==> config.mk <==
export PLATFORM = sky130hd
export DESIGN_NAME = bpf_ram
export DESIGN_NICKNAME = d
export VERILOG_FILES = /design/src/hdl/bpf_ram.sv
export SDC_FILE = /design/constraint.sdc
export NUM_CORES = 2
export LEC_CHECK = 0
export BUFFER_PORTS_ARGS = -buffer_cell sky130_fd_sc_hd__buf_2
export CORE_MARGIN = 4
export CORE_UTILIZATION = 45
export CTS_BUF_LIST = sky130_fd_sc_hd__clkbuf_8
export DETAILED_ROUTE_END_ITERATION = 10
export GPL_TIMING_DRIVEN = 0
export HOLD_SLACK_MARGIN = 0.15
export PLACE_DENSITY_LB_ADDON = 0.25
export SLEW_MARGIN = 20
export SYNTH_ARGS = -nofsm -noshare
export SYNTH_HDL_FRONTEND = slang
export SYNTH_SLANG_ARGS = --single-unit
==> constraint.sdc <==
create_clock -name clk -period 4.9 [get_ports clk]
set_clock_uncertainty 0.15 [all_clocks]
set_input_delay 0 -clock clk [delete_from_list [all_inputs] [get_ports clk]]
set_output_delay 0 -clock clk [all_outputs]
set_load 0.01 [all_outputs]
==> src/hdl/bpf_ram.sv <==
// Generic simple dual-port RAM: one write port, one read port with registered data.
// No dependencies.
module bpf_ram #(
  parameter int AW = 8,
  parameter int DW = 8
) (
  input  logic          clk,
  input  logic          we,
  input  logic [AW-1:0] waddr,
  input  logic [DW-1:0] wdata,
  input  logic [AW-1:0] raddr,
  output logic [DW-1:0] rdata
);

  logic [DW-1:0] mem [2**AW];

  always_ff @(posedge clk) begin
    if (we) begin
      mem[waddr] <= wdata;
    end
    rdata <= mem[raddr];
  end

endmodule

# == Word-level counts from Yosys, hierarchy flattened ==
# Memory sizes are Yosys's and may differ from the RTL's. A register that Yosys moved wholly into a read port is not among the register bits.
# Cells that the tools add are included.
# classes
mux,2
# ops
cell,count
$mux 1,2
# word_totals
reg_bits,0
word_cells,3
mem_bits_rw,2048
n_memories,1
# mem_list
name,depth,width,rd,rd_clocked_by_memory_dff,wr,line,rtl
mem,256,8,1,1,1,15,logic [DW-1:0] mem [2**AW];

# == Longest topological paths before layout ==
# logic_depth
depth_word,2
depth_mapped,11
mapped_depth_nobuf,6

# == Worst setup path after synthesis ==
# Ideal clock, no wire load.
# synth_timing
path_type,input port to flip-flop
startpoint,input raddr[0]
endpoint,"register rdata[2], read port of mem"
stages,9
path_slack_ps,2812
arrival_time_ps,1807
setup_ps,131
t_required_ps,4619
path_cell_list,buf_6 -> buf_12 -> buf_8 -> buf_2 -> mux4_2 -> a22oi_1 -> a21oi_1 -> nor4_1 -> nor4_2
# synth_lines
item,line,rtl
"start, declared",11,"input logic [AW-1:0] raddr,"
"end, declared",12,output logic [DW-1:0] rdata

==> results_dict.tcl <==
set metrics [dict create \
    cts_buffers 340 \
    clk_latency_ns 1.05 \
    mostFrequentLayoutCells "edfxtp_1, mux4_2, clkbuf_8" \
    dpl.hpwl_um 166000 \
    crit_required_ns 5.58 \
    final.min_clock_period_ns 4.02 \
    p_per_area_nw_per_um2 388 \
    rrSetupSlack_ns 0.92 \
    drv_cap 0 \
    grt_usage_pct 26.4 \
    clk_pin_slew_worst_paths_ns 0.06 \
    finalSetupViolations 0 \
    synth_ff_type "edfxtp_1" \
    start_util_pct 45.2 \
    syn_inst 3733 \
    finalSetupTns_ns 0 \
    synth_top_area_share_pct 77.3 \
    cts_tree "yes" \
    synth_area_um2 79600 \
    synth_top_area_cell "edfxtp_1" \
    finalHoldViolations 0 \
    p_leak_uw 0.0282 \
    clock_sinks 2056 \
    synthTopCellsByArea "edfxtp_1, mux4_2, mux2i_1, nor2_1, a22oi_1" \
    rsz0062_at_grt "no" \
    synth_seq_area_share_pct 77.5 \
    final_cells 6747 \
    fmax_mhz 248 \
    slew_viol_final 0 \
    reg2regPathDepth 6 \
    cts_root_buf "clkbuf_8" \
    final_nets 4198 \
    fp-row-count 154 \
    clockBufferDepth 4 \
    hold_buffers 39 \
    globalplace.congestion 0.968 \
    worstReg2RegStart "mem[211][3]" \
    crit_path_end_kind "flip-flop" \
    timing.rr.end "rdata[3]" \
    htree_levels 5 \
    ys_ff_latch 2056 \
    first_global_vias 41900 \
    first_pass_iters 5 \
    worstHoldPathCells 4 \
    ant_nets 0 \
    maxSlewHeadroom_pct 11.5 \
    core_um2 176000 \
    hp-start "waddr[2]" \
    ys_warn_count 0 \
    overflow 0 \
    vias 42300 \
    place_inst 6131 \
    status "finished clean" \
    critPathArrivalTime_ns 4.70 \
    p_total_uw 34900 \
    syn_nets 3759 \
    grt_start_max_net_pins 129 \
    post-cts-setup-buffers 0 \
    drive_gt1_share_pct 24.4 \
    nFillCells 14000 \
    drc 0 \
    grt_pass1_wl_um 336000 \
    whs_ns 0.391 \
    fp.dieW_um 428 \
    wl_per_cell_um 36.3 \
    portBuffers 26 \
    die-height_um 428 \
    cts_resized 0 \
    antenna_found_initial 11 \
    vias_per_cell 6.27 \
    period_share_pct 82.1 \
    worst_pin_slew_ns 1.32 \
    die_area_um2 184000 \
    async_reset_ff_share_pct 0 \
    area_growth_pct 13.0 \
    finalWirelength_um 245000 \
    synth_edf_count 2048 \
    io_pins 34 \
    drt_iter0_markers 6677 \
    ys_types 55 \
    cp_max_fo 10 \
    irDropWorstVdd_mv 0.299 \
    min_to "mem[206][1]" \
    criticalPathCategory "in -> reg" \
    utilization_pct 51.1 \
    critPathLaunchType "primary input" \
    avgSynthCellArea_um2 21.3 \
    mostFrequentLayoutCell "edfxtp_1" \
    hold_path_class "in -> reg" \
]
worst max-delay path: stages:
cell and delay, ns:
buf_2 0.12, buf_4 0.29, clkbuf_1 0.81, nor2_1 0.30
clkbuf_1 0.45, a221oi_1 1.20, o32ai_1 0.42, nor3_1 0.80
nor4_2 0.26
through the flow:
| stage | instance area, um2 | worst slack, ns |
|---|---|---|
| floorplan | 79600 | 2.81 |
| global placement | 82600 | -0.637 |
| detailed placement | 83600 | 0.138 |
| CTS | 89900 | 1.17 |
| global route | 89900 | 1.11 |
| finish | 89900 | 0.875 |
power by group:
part	switching [uW]	leakage, uW	internal (uW)
registers	12.1	0.0185	19400
clock network	6670	0.00334	6660
logic	1470	0.00634	678
registers in the layout, summed over array words and instances, names as in the netlist:
| register | flops |
|---|---|
| rdata | 8 |
| mem | 2048 |
area by class of cell:
class,instances,area (um2),share of cell area (%)
Timing Repair Buffer,97,1530,1.71
Buffer,233,1500,1.67
Antenna cell,5,12.5,0.0139
Sequential cell,2056,61700,68.6
Clock inverter,223,958,1.07
Inverter,2,7.51,0.00835
Tap cell,2340,2930,3.26
Clock buffer,349,4800,5.34
Multi-Input combinational cell,1442,16500,18.4
how the worst max path moves through the flow:
stage | endpoint | slack (ns) | startpoint
3_3_place_gp | rdata[4] | -0.64 | raddr[4]
5_1_grt | rdata[5] | 1.11 | mem[211][5]
4_1_cts | rdata[5] | 1.17 | mem[211][5]
3_5_place_dp | rdata[3] | 0.14 | raddr[4]
2_1_floorplan | rdata[2] | 2.81 | raddr[0]
6_report | rdata[3] | 0.88 | raddr[4]
Yosys cell counts, types with 2 or more instances:
library cell / instances
o22a_1: 5
nor4_1: 24
or2_2: 4
mux2i_1: 134
a31oi_1: 2
a311oi_1: 2
nand3_1: 34
a2111oi_1: 2
a221oi_1: 13
buf_2: 31
nand2b_1: 8
and3b_1: 2
nand3b_1: 2
nor2_1: 282
buf_4: 27
a22o_1: 8
edfxtp_1: 2048
o21ai_0: 10
clkbuf_1: 111
o211ai_1: 10
buf_12: 8
nor3_1: 22
o21ai_1: 2
nand2_1: 33
and2_1: 6
buf_6: 21
nand4_1: 10
dfxtp_1: 8
nor2b_1: 31
buf_1: 22
a211oi_1: 16
o32ai_1: 4
mux4_1: 2
o221ai_1: 46
o22ai_1: 28
nor4_2: 3
a2111oi_0: 2
buf_8: 13
mux4_2: 454
a21oi_1: 96
a22oi_1: 133
cells by family after synthesis:
logic type / after synthesis / share of synthesized area (%)
mux: 591 / 14.6
compound gates: 385 / 3.42
flops: 2056 / 77.5
simple gates: 466 / 2.63
buf+inv: 235 / 1.83
per-layer routing:
| layer | up-vias | part of all wire (%) | track usage [%] |
|---|---|---|---|
| li1 | 16600 | - | - |
| met1 | 22400 | 38 | 36.1 |
| met2 | 2743 | 45 | 39.5 |
| met3 | 561 | 11 | 6.65 |
| met4 | 4 | 5.8 | 14.0 |
| met5 | - | 0.015 | 0 |
(Power assumes the default switching activity.)
