[src/hdl/bpf_pkg.sv]
// Shared constants, command codes and types for the BMP pixel fetch block.
// Used by bmp_pixel_fetch and bpf_seq under hdl, and by the bench; depends on nothing.
package bpf_pkg;

  localparam int IMAGE_BYTES   = 65536;
  localparam int IMG_AW        = $clog2(IMAGE_BYTES);
  localparam int PALETTE_DEPTH = 256;
  localparam int PAL_AW        = $clog2(PALETTE_DEPTH);
  localparam int PAL_DW        = 24;

  localparam int ALU_W = 29;

  localparam logic [1:0] CMD_LOAD_IMAGE   = 2'd0;
  localparam logic [1:0] CMD_LOAD_PALETTE = 2'd1;
  localparam logic [1:0] CMD_READ_PIXEL   = 2'd2;

  localparam logic [1:0] CFG_IMAGE_WIDTH    = 2'd0;
  localparam logic [1:0] CFG_IMAGE_HEIGHT   = 2'd1;
  localparam logic [1:0] CFG_BITS_PER_PIXEL = 2'd2;
  localparam logic [1:0] CFG_COLORS_USED    = 2'd3;

  typedef struct packed {
    logic [12:0]        image_width;
    logic signed [13:0] image_height;
    logic [5:0]         bits_per_pixel;
    logic [8:0]         colors_used;
  } cfg_t;

  typedef struct packed {
    logic       valid;
    logic [7:0] red;
    logic [7:0] green;
    logic [7:0] blue;
    logic       address_error;
  } res_t;

endpackage

[src/hdl/bpf_seq.sv]
// Read sequencer for the pixel fetch: one multiplier, one shared adder/subtractor
// and a small state machine that drives the image and palette reads. Uses bpf_pkg.
module bpf_seq
  import bpf_pkg::*;
(
  input  logic              clk,
  input  logic              rst_n,
  input  logic              go,
  input  logic [11:0]       pixel_row,
  input  logic [11:0]       pixel_col,
  input  cfg_t              cfg,
  output logic              busy,
  output logic [IMG_AW-1:0] img_raddr,
  input  logic [7:0]        img_rdata,
  output logic [PAL_AW-1:0] pal_raddr,
  input  logic [PAL_DW-1:0] pal_rdata,
  output res_t              res
);

  localparam logic [3:0] ST_IDLE = 4'd0;
  localparam logic [3:0] ST_BASE = 4'd1;
  localparam logic [3:0] ST_ADDR = 4'd2;
  localparam logic [3:0] ST_CHK  = 4'd3;
  localparam logic [3:0] ST_IDX  = 4'd4;
  localparam logic [3:0] ST_DIV  = 4'd5;
  localparam logic [3:0] ST_PAL  = 4'd6;
  localparam logic [3:0] ST_PALD = 4'd7;
  localparam logic [3:0] ST_RD1  = 4'd8;
  localparam logic [3:0] ST_RD2  = 4'd9;
  localparam logic [3:0] ST_RD3  = 4'd10;

  logic [3:0]        state_r;
  logic signed [14:0] srow_r;
  logic              bad_r;
  logic [11:0]       col_r;
  logic [15:0]       stride_r;
  logic [ALU_W-1:0]  base_r;
  logic [ALU_W-1:0]  addr_r;
  logic [7:0]        idx_r;
  logic [8:0]        rem_r;
  logic [8:0]        ncol_r;
  logic [2:0]        step_r;
  logic [7:0]        blue_r;
  logic [7:0]        green_r;
  res_t              res_r;

  logic [5:0]        bpp;
  logic              bpp_ok;
  logic              pal_mode;
  logic [17:0]       row_bits;
  logic [18:0]       row_bits_pad;
  logic [15:0]       stride;
  logic signed [14:0] srow;
  logic [13:0]       offset;
  logic [2:0]        shamt;
  logic [7:0]        mask;
  logic [7:0]        idx;
  logic [9:0]        div_t;
  logic [ALU_W-1:0]  opa;
  logic [ALU_W-1:0]  opb;
  logic              cin;
  logic [ALU_W:0]    sum;

  assign bpp      = cfg.bits_per_pixel;
  assign bpp_ok   = (bpp == 6'd1) || (bpp == 6'd2) || (bpp == 6'd4) || (bpp == 6'd8) ||
                    (bpp == 6'd24) || (bpp == 6'd32);
  assign pal_mode = (bpp <= 6'd8);

  always_comb begin
    case (bpp)
      6'd1:    row_bits = {5'd0, cfg.image_width};
      6'd2:    row_bits = {4'd0, cfg.image_width, 1'b0};
      6'd4:    row_bits = {3'd0, cfg.image_width, 2'b0};
      6'd8:    row_bits = {2'd0, cfg.image_width, 3'b0};
      6'd24:   row_bits = {1'b0, cfg.image_width, 4'b0} + {2'd0, cfg.image_width, 3'b0};
      6'd32:   row_bits = {cfg.image_width, 5'b0};
      default: row_bits = '0;
    endcase
  end

  assign row_bits_pad = {1'b0, row_bits} + 19'd31;
  assign stride       = {row_bits_pad[18:5], 2'b00};

  assign srow = (cfg.image_height > 14'sd0)
              ? ({cfg.image_height[13], cfg.image_height} - 15'sd1 - $signed({3'b000, pixel_row}))
              : $signed({3'b000, pixel_row});

  always_comb begin
    case (bpp)
      6'd1:    offset = {5'd0, col_r[11:3]};
      6'd2:    offset = {4'd0, col_r[11:2]};
      6'd4:    offset = {3'd0, col_r[11:1]};
      6'd8:    offset = {2'd0, col_r};
      6'd24:   offset = {1'b0, col_r, 1'b0} + {2'd0, col_r};
      6'd32:   offset = {col_r, 2'b00};
      default: offset = '0;
    endcase
  end

  always_comb begin
    case (bpp)
      6'd1:    shamt = ~col_r[2:0];
      6'd2:    shamt = {~col_r[1:0], 1'b0};
      6'd4:    shamt = {~col_r[0], 2'b00};
      default: shamt = 3'd0;
    endcase
  end

  assign mask  = 8'((9'd1 << bpp[3:0]) - 9'd1);
  assign idx   = (img_rdata >> shamt) & mask;
  assign div_t = {rem_r, idx_r[7]};

  always_comb begin
    opa = '0;
    opb = '0;
    cin = 1'b0;
    case (state_r)
      ST_ADDR: begin
        opa = base_r;
        opb = ALU_W'(offset);
      end
      ST_CHK, ST_RD1: begin
        opa = addr_r;
        opb = ALU_W'(1);
      end
      ST_DIV: begin
        opa = ALU_W'(div_t);
        opb = ~ALU_W'(ncol_r);
        cin = 1'b1;
      end
      default: begin
        opa = '0;
      end
    endcase
  end

  assign sum = {1'b0, opa} + {1'b0, opb} + (ALU_W + 1)'(cin);

  always_ff @(posedge clk) begin
    if (!rst_n) begin
      state_r   <= ST_IDLE;
      res_r.valid <= 1'b0;
    end else begin
      unique case (state_r)
        ST_IDLE: begin
          res_r.valid <= 1'b0;
          if (go) begin
            srow_r   <= srow;
            bad_r    <= !bpp_ok;
            col_r    <= pixel_col;
            stride_r <= stride;
            state_r  <= ST_BASE;
          end
        end
        ST_BASE: begin
          base_r <= ALU_W'(srow_r[12:0]) * ALU_W'(stride_r);
          if (bad_r || srow_r[14]) begin
            res_r   <= '{valid: 1'b1, red: 8'd0, green: 8'd0, blue: 8'd0, address_error: 1'b1};
            state_r <= ST_IDLE;
          end else begin
            state_r <= ST_ADDR;
          end
        end
        ST_ADDR: begin
          addr_r  <= sum[ALU_W-1:0];
          state_r <= ST_CHK;
        end
        ST_CHK: begin
          if (pal_mode) begin
            if (addr_r >= ALU_W'(IMAGE_BYTES)) begin
              res_r   <= '{valid: 1'b1, red: 8'd0, green: 8'd0, blue: 8'd0,
                           address_error: 1'b1};
              state_r <= ST_IDLE;
            end else begin
              state_r <= ST_IDX;
            end
          end else begin
            if (addr_r >= ALU_W'(IMAGE_BYTES - 2)) begin
              res_r   <= '{valid: 1'b1, red: 8'd0, green: 8'd0, blue: 8'd0,
                           address_error: 1'b1};
              state_r <= ST_IDLE;
            end else begin
              addr_r  <= sum[ALU_W-1:0];
              state_r <= ST_RD1;
            end
          end
        end
        ST_IDX: begin
          idx_r   <= idx;
          rem_r   <= '0;
          step_r  <= '0;
          ncol_r  <= (cfg.colors_used == 9'd0) ? (9'd1 << bpp[3:0]) : cfg.colors_used;
          state_r <= ST_DIV;
        end
        ST_DIV: begin
          rem_r  <= sum[ALU_W] ? sum[8:0] : div_t[8:0];
          idx_r  <= {idx_r[6:0], 1'b0};
          step_r <= step_r + 3'd1;
          if (step_r == 3'd7) begin
            state_r <= ST_PAL;
          end
        end
        ST_PAL: begin
          if (rem_r >= 9'(PALETTE_DEPTH)) begin
            res_r   <= '{valid: 1'b1, red: 8'd0, green: 8'd0, blue: 8'd0, address_error: 1'b1};
            state_r <= ST_IDLE;
          end else begin
            state_r <= ST_PALD;
          end
        end
        ST_PALD: begin
          res_r   <= '{valid: 1'b1, red: pal_rdata[23:16], green: pal_rdata[15:8],
                       blue: pal_rdata[7:0], address_error: 1'b0};
          state_r <= ST_IDLE;
        end
        ST_RD1: begin
          blue_r  <= img_rdata;
          addr_r  <= sum[ALU_W-1:0];
          state_r <= ST_RD2;
        end
        ST_RD2: begin
          green_r <= img_rdata;
          state_r <= ST_RD3;
        end
        ST_RD3: begin
          res_r   <= '{valid: 1'b1, red: img_rdata, green: green_r, blue: blue_r,
                       address_error: 1'b0};
          state_r <= ST_IDLE;
        end
        default: begin
          state_r <= ST_IDLE;
        end
      endcase
    end
  end

  assign busy      = (state_r != ST_IDLE);
  assign img_raddr = addr_r[IMG_AW-1:0];
  assign pal_raddr = rem_r[PAL_AW-1:0];
  assign res       = res_r;

endmodule

[config.mk]
export PLATFORM = sky130hd
export DESIGN_NAME = bpf_seq
export DESIGN_NICKNAME = d
export VERILOG_FILES = /design/src/hdl/bpf_pkg.sv /design/src/hdl/bpf_seq.sv
export SDC_FILE = /design/constraint.sdc
export NUM_CORES = 1
export LEC_CHECK = 0
export BUFFER_PORTS_ARGS = -buffer_cell sky130_fd_sc_hd__buf_2
export CAP_MARGIN = 20
export CORE_MARGIN = 2
export CORE_UTILIZATION = 63
export CTS_BUF_LIST = sky130_fd_sc_hd__clkbuf_8
export CTS_CLUSTER_SIZE = 24
export DETAILED_ROUTE_END_ITERATION = 10
export PLACE_DENSITY = 0.84
export REMOVE_ABC_BUFFERS = 1
export SLEW_MARGIN = 20
export SYNTH_ARGS = -nofsm -noshare
export SYNTH_HDL_FRONTEND = slang
export SYNTH_SLANG_ARGS = --single-unit
[constraint.sdc]
create_clock -name clk -period 6.22 [get_ports clk]
set_input_delay 0.622 -clock clk [delete_from_list [all_inputs] [get_ports clk]]
set_output_delay 0.622 -clock clk [all_outputs]
set_load 0.01 [all_outputs]
Yosys cells after proc, flatten, opt, wreduce, memory -nomap -nowiden --
Cells that the tools add are included.
Word-level totals: register bits 173
Cells by class: bitwise gates (word level) 5, magnitude comparators 5, multiplexer cells 30, equality and inequality tests 25, multipliers 1, add/sub/neg operators 9, shift operators 2, reductions and logical operators 27
Operators with widths (number):
- case mux 29 bit (3 select lines) | 2
- 2-to-1 mux 26 bit | 5
- case mux 25 bit (5 select lines) | 1
- case mux 18 bit (6 select lines) | 1
- case mux 14 bit (6 select lines) | 1
- 2-to-1 mux 29 bit | 2
- case mux 29 bit (2 select lines) | 1
- case mux 4 bit (9 select lines) | 1
- adder 29 x 29 -> 30 bit | 1
- adder 30 x 1 -> 30 bit | 1
- greater-or-equal comparator 29 x 16 -> 1 bit (second input constant) | 1
- greater-or-equal comparator 29 x 17 -> 1 bit (second input constant) | 1
- inverter 9 -> 29 bit | 1
- multiplier 13 x 14 -> 27 bit | 1
- adder 18 x 5 -> 19 bit (second input constant) | 1
- adder 17 x 16 -> 18 bit | 1
- 2-to-1 mux 9 bit | 2
- case mux 9 bit (2 select lines) | 1
- == test 4 x 3 -> 1 bit (second input constant) | 4
- 2-to-1 mux 4 bit | 4
- case mux 8 bit (2 select lines) | 1
- subtractor 14 x 2 -> 15 bit (second input constant) | 1
- subtractor 15 x 12 -> 15 bit | 1
- adder 13 x 12 -> 14 bit | 1
- 43 further kinds | 67

Longest topological paths before layout --
depth in word-level cells 8, depth in mapped cells 21

Worst setup path before layout --
No wires, ideal clock.
path type register to register, start register srow_r[12], end register base_r[24], data pin, period minus slack after synthesis 5736 ps, path buffers 1, data arrival time 5579 ps, slack 484 ps, cell stages (with the launch flop) 20, library setup time 158 ps, cell sequence edfxtp_1 clkbuf_1 nand2_1 fa_1 fa_1 inv_1 fa_1 fa_1 inv_1 fa_1 inv_1 ha_1 a21oi_1 nor3b_1 o211ai_1 nand2_1 o31ai_1 o41ai_1 or4b_2 o211ai_1
Between the ends: cells in the longest elaborated chain, start to end 1
Ends and longest elaborated chain:
- from (decl) | RTL line bpf_seq.sv:33 | logic signed [14:0] srow_r;
- from (signal assigned) | RTL line bpf_seq.sv:148 | srow_r <= srow;
- multiplier 13 x 14 -> 27 bit | RTL line bpf_seq.sv:156 | base_r <= ALU_W'(srow_r[12:0]) * ALU_W'(stride_r);
- to (signal assigned) | RTL line bpf_seq.sv:156
- to (decl) | RTL line bpf_seq.sv:37 | logic [ALU_W-1:0] base_r;
No other way between the ends. A chain may end at the register's enable or synchronous reset.

Worst setup path in the final report --
start register srow_r[3], end register base_r[25], data pin
The elaborated chain is that of the path after synthesis.

==> impl_metrics.env <==
export IMPL_status="finished, final reports clean"
export IMPL_die_w_um=170
export IMPL_die_area_mm2=0.0288
export IMPL_placed_cell_area_mm2=0.0183
export IMPL_synth_top_area_cell="edfxtp_1"
export IMPL_die_y_um=170
export IMPL_cts_buffers=17
export IMPL_hold_path_class="primary input to flop"
export IMPL_fin_crit_sh_pct=95.8
export IMPL_dp_cells=2210
export IMPL_grt_max_degree=41
export IMPL_regArea_mm2=0.00511
export IMPL_vdd_drop_max_v=0.000319
export IMPL_numPortBuffers=151
export IMPL_place_gp_congestion=0.918
export IMPL_final_layout_size_suffix_gt1_share_pct=14.6
export IMPL_h_tree_depth=4
export IMPL_synth_top_family_by_area="adder cells"
export IMPL_drc=0
export IMPL_synth_warning_count=0
export IMPL_crit_path_max_fanout=8
export IMPL_synth_cells=1794
export IMPL_post_drt_wl_per_cell_um=18.6
export IMPL_synth_edff_count=167
export IMPL_cts_tree="done"
export IMPL_grt_pass1_wl_um=68300
export IMPL_cap_violations=0
export IMPL_post_place_ws_ns=0.222
export IMPL_antenna_found_initial=0
export IMPL_critPathKind="flop to flop"
export IMPL_synthMuxAreaShare_pct=1.62
export IMPL_clk_pin_slew_ns=0.12
export IMPL_ios=152
export IMPL_required_ns=6.46
export IMPL_grt_pass1_vias=13900
export IMPL_synth_xor_area_share_pct=4.10
export IMPL_final_cell_count_no_fill=2276
export IMPL_clock_latency_ns=0.50
export IMPL_drv_slew=0
export IMPL_final_area_mm2=0.0190
export IMPL_drt_iter0_markers=1452
export IMPL_yosysUniqueCellTypes=84
export IMPL_synth_compound_area_share_pct=15.1
export IMPL_n_fill_cell=1888
export IMPL_fmax_ghz=0.168
export IMPL_relSlewSlack_pct=37.2
export IMPL_via_per_inst=6.25
export IMPL_postSynthAreaPerCell_um2=9.65
export IMPL_synthAdderAreaFrac_pct=26.0
export IMPL_crit_arrival_ns=6.20
export IMPL_synthTopCellsByCount="inv_1 (218), nand2_1 (214), edfxtp_1 (167), ha_1 (141), fa_1 (137)"
export IMPL_startpoint_type="flop"
export IMPL_power_leakage_uw=0.00863
export IMPL_setup_viol=0
export IMPL_hold_viol=0
export IMPL_skew_ns=0.0239
export IMPL_synth_top_area_share_pct=29.0
export IMPL_synth_flop_cell="edfxtp_1"
export IMPL_fin_tns_setup_ns=0
export IMPL_cts_hold_buf=0
export IMPL_place_hpwl_um=32200
export IMPL_dr_total_vias=14200
export IMPL_overflow=0
export IMPL_yosysSeqAreaShare_pct=29.6
export IMPL_cts_root_buf="clkbuf_8"
export IMPL_async_reset_ff_share_pct=0
export IMPL_diodes=0
export IMPL_cts_sinks=172
export IMPL_synth_simple_area_share_pct=16.0
export IMPL_drtPass1Iterations=6
export IMPL_tightest_slew_ns=0.941
export IMPL_cp_end_kind="flop"
export IMPL_routed_wl_um=42300
export IMPL_grt_usage_pct=29.6
export IMPL_layout_min_cycle_time_ns=5.96
export IMPL_post_synth_top_count_cell="inv_1"
export IMPL_total_power_uw=5270
export IMPL_ys_seq_elements=172
export IMPL_start_util_pct=64.2
export IMPL_clockBufferDepth=2
export IMPL_ant_nets=0
export IMPL_num_rows=60
export IMPL_layout_setup_ws_ns=0.260
export IMPL_fp_coreArea_mm2=0.0270
export IMPL_syn_area_mm2=0.0173
export IMPL_nets=2301
export IMPL_yosys_top_cells_area="edfxtp_1 (29%), fa_1 (16%), ha_1 (10%)"
export IMPL_cellPowerDensity_mw_per_mm2=278
export IMPL_area_growth_pct=9.61
export IMPL_multi_input_area_mm2=0.0109
==> metrics by stage <==
stage | hold slack (ns) | utilization [%]
finish | 0.307 | 70.4
global route | 0.292 | 70.4
CTS | 0.286 | 69.4
detailed placement | 0.473 | 67.7
floorplan | 0.495 | -
global placement | 0.468 | 67.6
==> area by class of cell <==
cell class,instances,area share [%]
Tap cell,341,2.25
Multi-Input combinational cell,1300,57.6
Clock buffer,17,1.23
Clock inverter,15,1.17
Timing Repair Buffer,211,6.45
Sequential cell,172,27.0
Inverter,220,4.35
==> path summary, 6_finish.rpt <==
path                                    from         end  slack (ns)  cells past startpoint
worst max-delay path               srow_r[3]  base_r[25]        0.26                     19
worst min-delay path            pixel_col[9]    col_r[9]        0.31                      1
worst max register to register     srow_r[3]  base_r[25]        0.26                     19
worst min register to register       res[25]     res[25]        0.50                      1
==> placed cells by master, fill, tap and decap left out, types with 23 or more instances in the layout <==
cell type  count
xor2_1        28
nor3_1        41
xnor2_1       53
a22o_1        49
buf_2        151
nand2_1      214
ha_1         141
edfxtp_1     167
nor2_1        61
fa_1         137
and2_1        86
buf_4         58
nand3_1       23
a21oi_1       68
a21o_1        23
inv_1        218
o21ai_0       65
==> state kept, by name, summed over array words and instances, names as in the netlist, 9 cells and up <==
signal,cells
ncol_r,9
rem_r,9
addr_r,29
srow_r,14
stride_r,14
base_r,27
col_r,12
res,26
==> cell families (layout without fill, tap and decap cells) <==
| kind of cell | Yosys count | count (layout) |
|---|---|---|
| adders and majority gates | 278 | 278 |
| buffers and inverters | 322 | 463 |
| muxes | 25 | 25 |
| AOI/OAI and AO/OA | 370 | 370 |
| DFF | 172 | 172 |
| and+or+nand+nor | 546 | 546 |
| xor gates and xnor gates | 81 | 81 |
==> per-layer routing <==
metal	GRT usage, %	share of wire, %
met5	0	0
met4	10.7	3.5
met3	4.73	8.4
met2	49.3	47
met1	39.4	41
==> worst max-delay path: stages (launching register included) <==
cell	delay, ns
edfxtp_1	0.53
and2_1	0.25
fa_1	0.56
inv_1	0.06
fa_1	0.55
inv_1	0.08
fa_1	0.51
inv_1	0.06
fa_1	0.46
fa_1	0.55
inv_1	0.05
ha_1	0.35
o21ai_1	0.18
nand2_1	0.08
o311ai_0	0.10
o221ai_1	0.26
a221o_1	0.39
a2111oi_1	0.40
nor3_1	0.12
xnor2_1	0.14
==> power by group <==
group          total, uW  internal (uW)  switching (uW)
combinational       2860           1250            1610
clock                891            333             558
sequential          1530           1480            46.8
total               5270           3060            2210
==> timing repair <==
| action | CTS | global route |
|---|---|---|
| endpoints found under the setup margin | 0 | 2 |
| resized for setup | 0 | 3 |
| hold endpoints to repair | 0 | 0 |
| buffers inserted | 0 | 33 |
No activity file was read; power rests on OpenSTA's default activity.
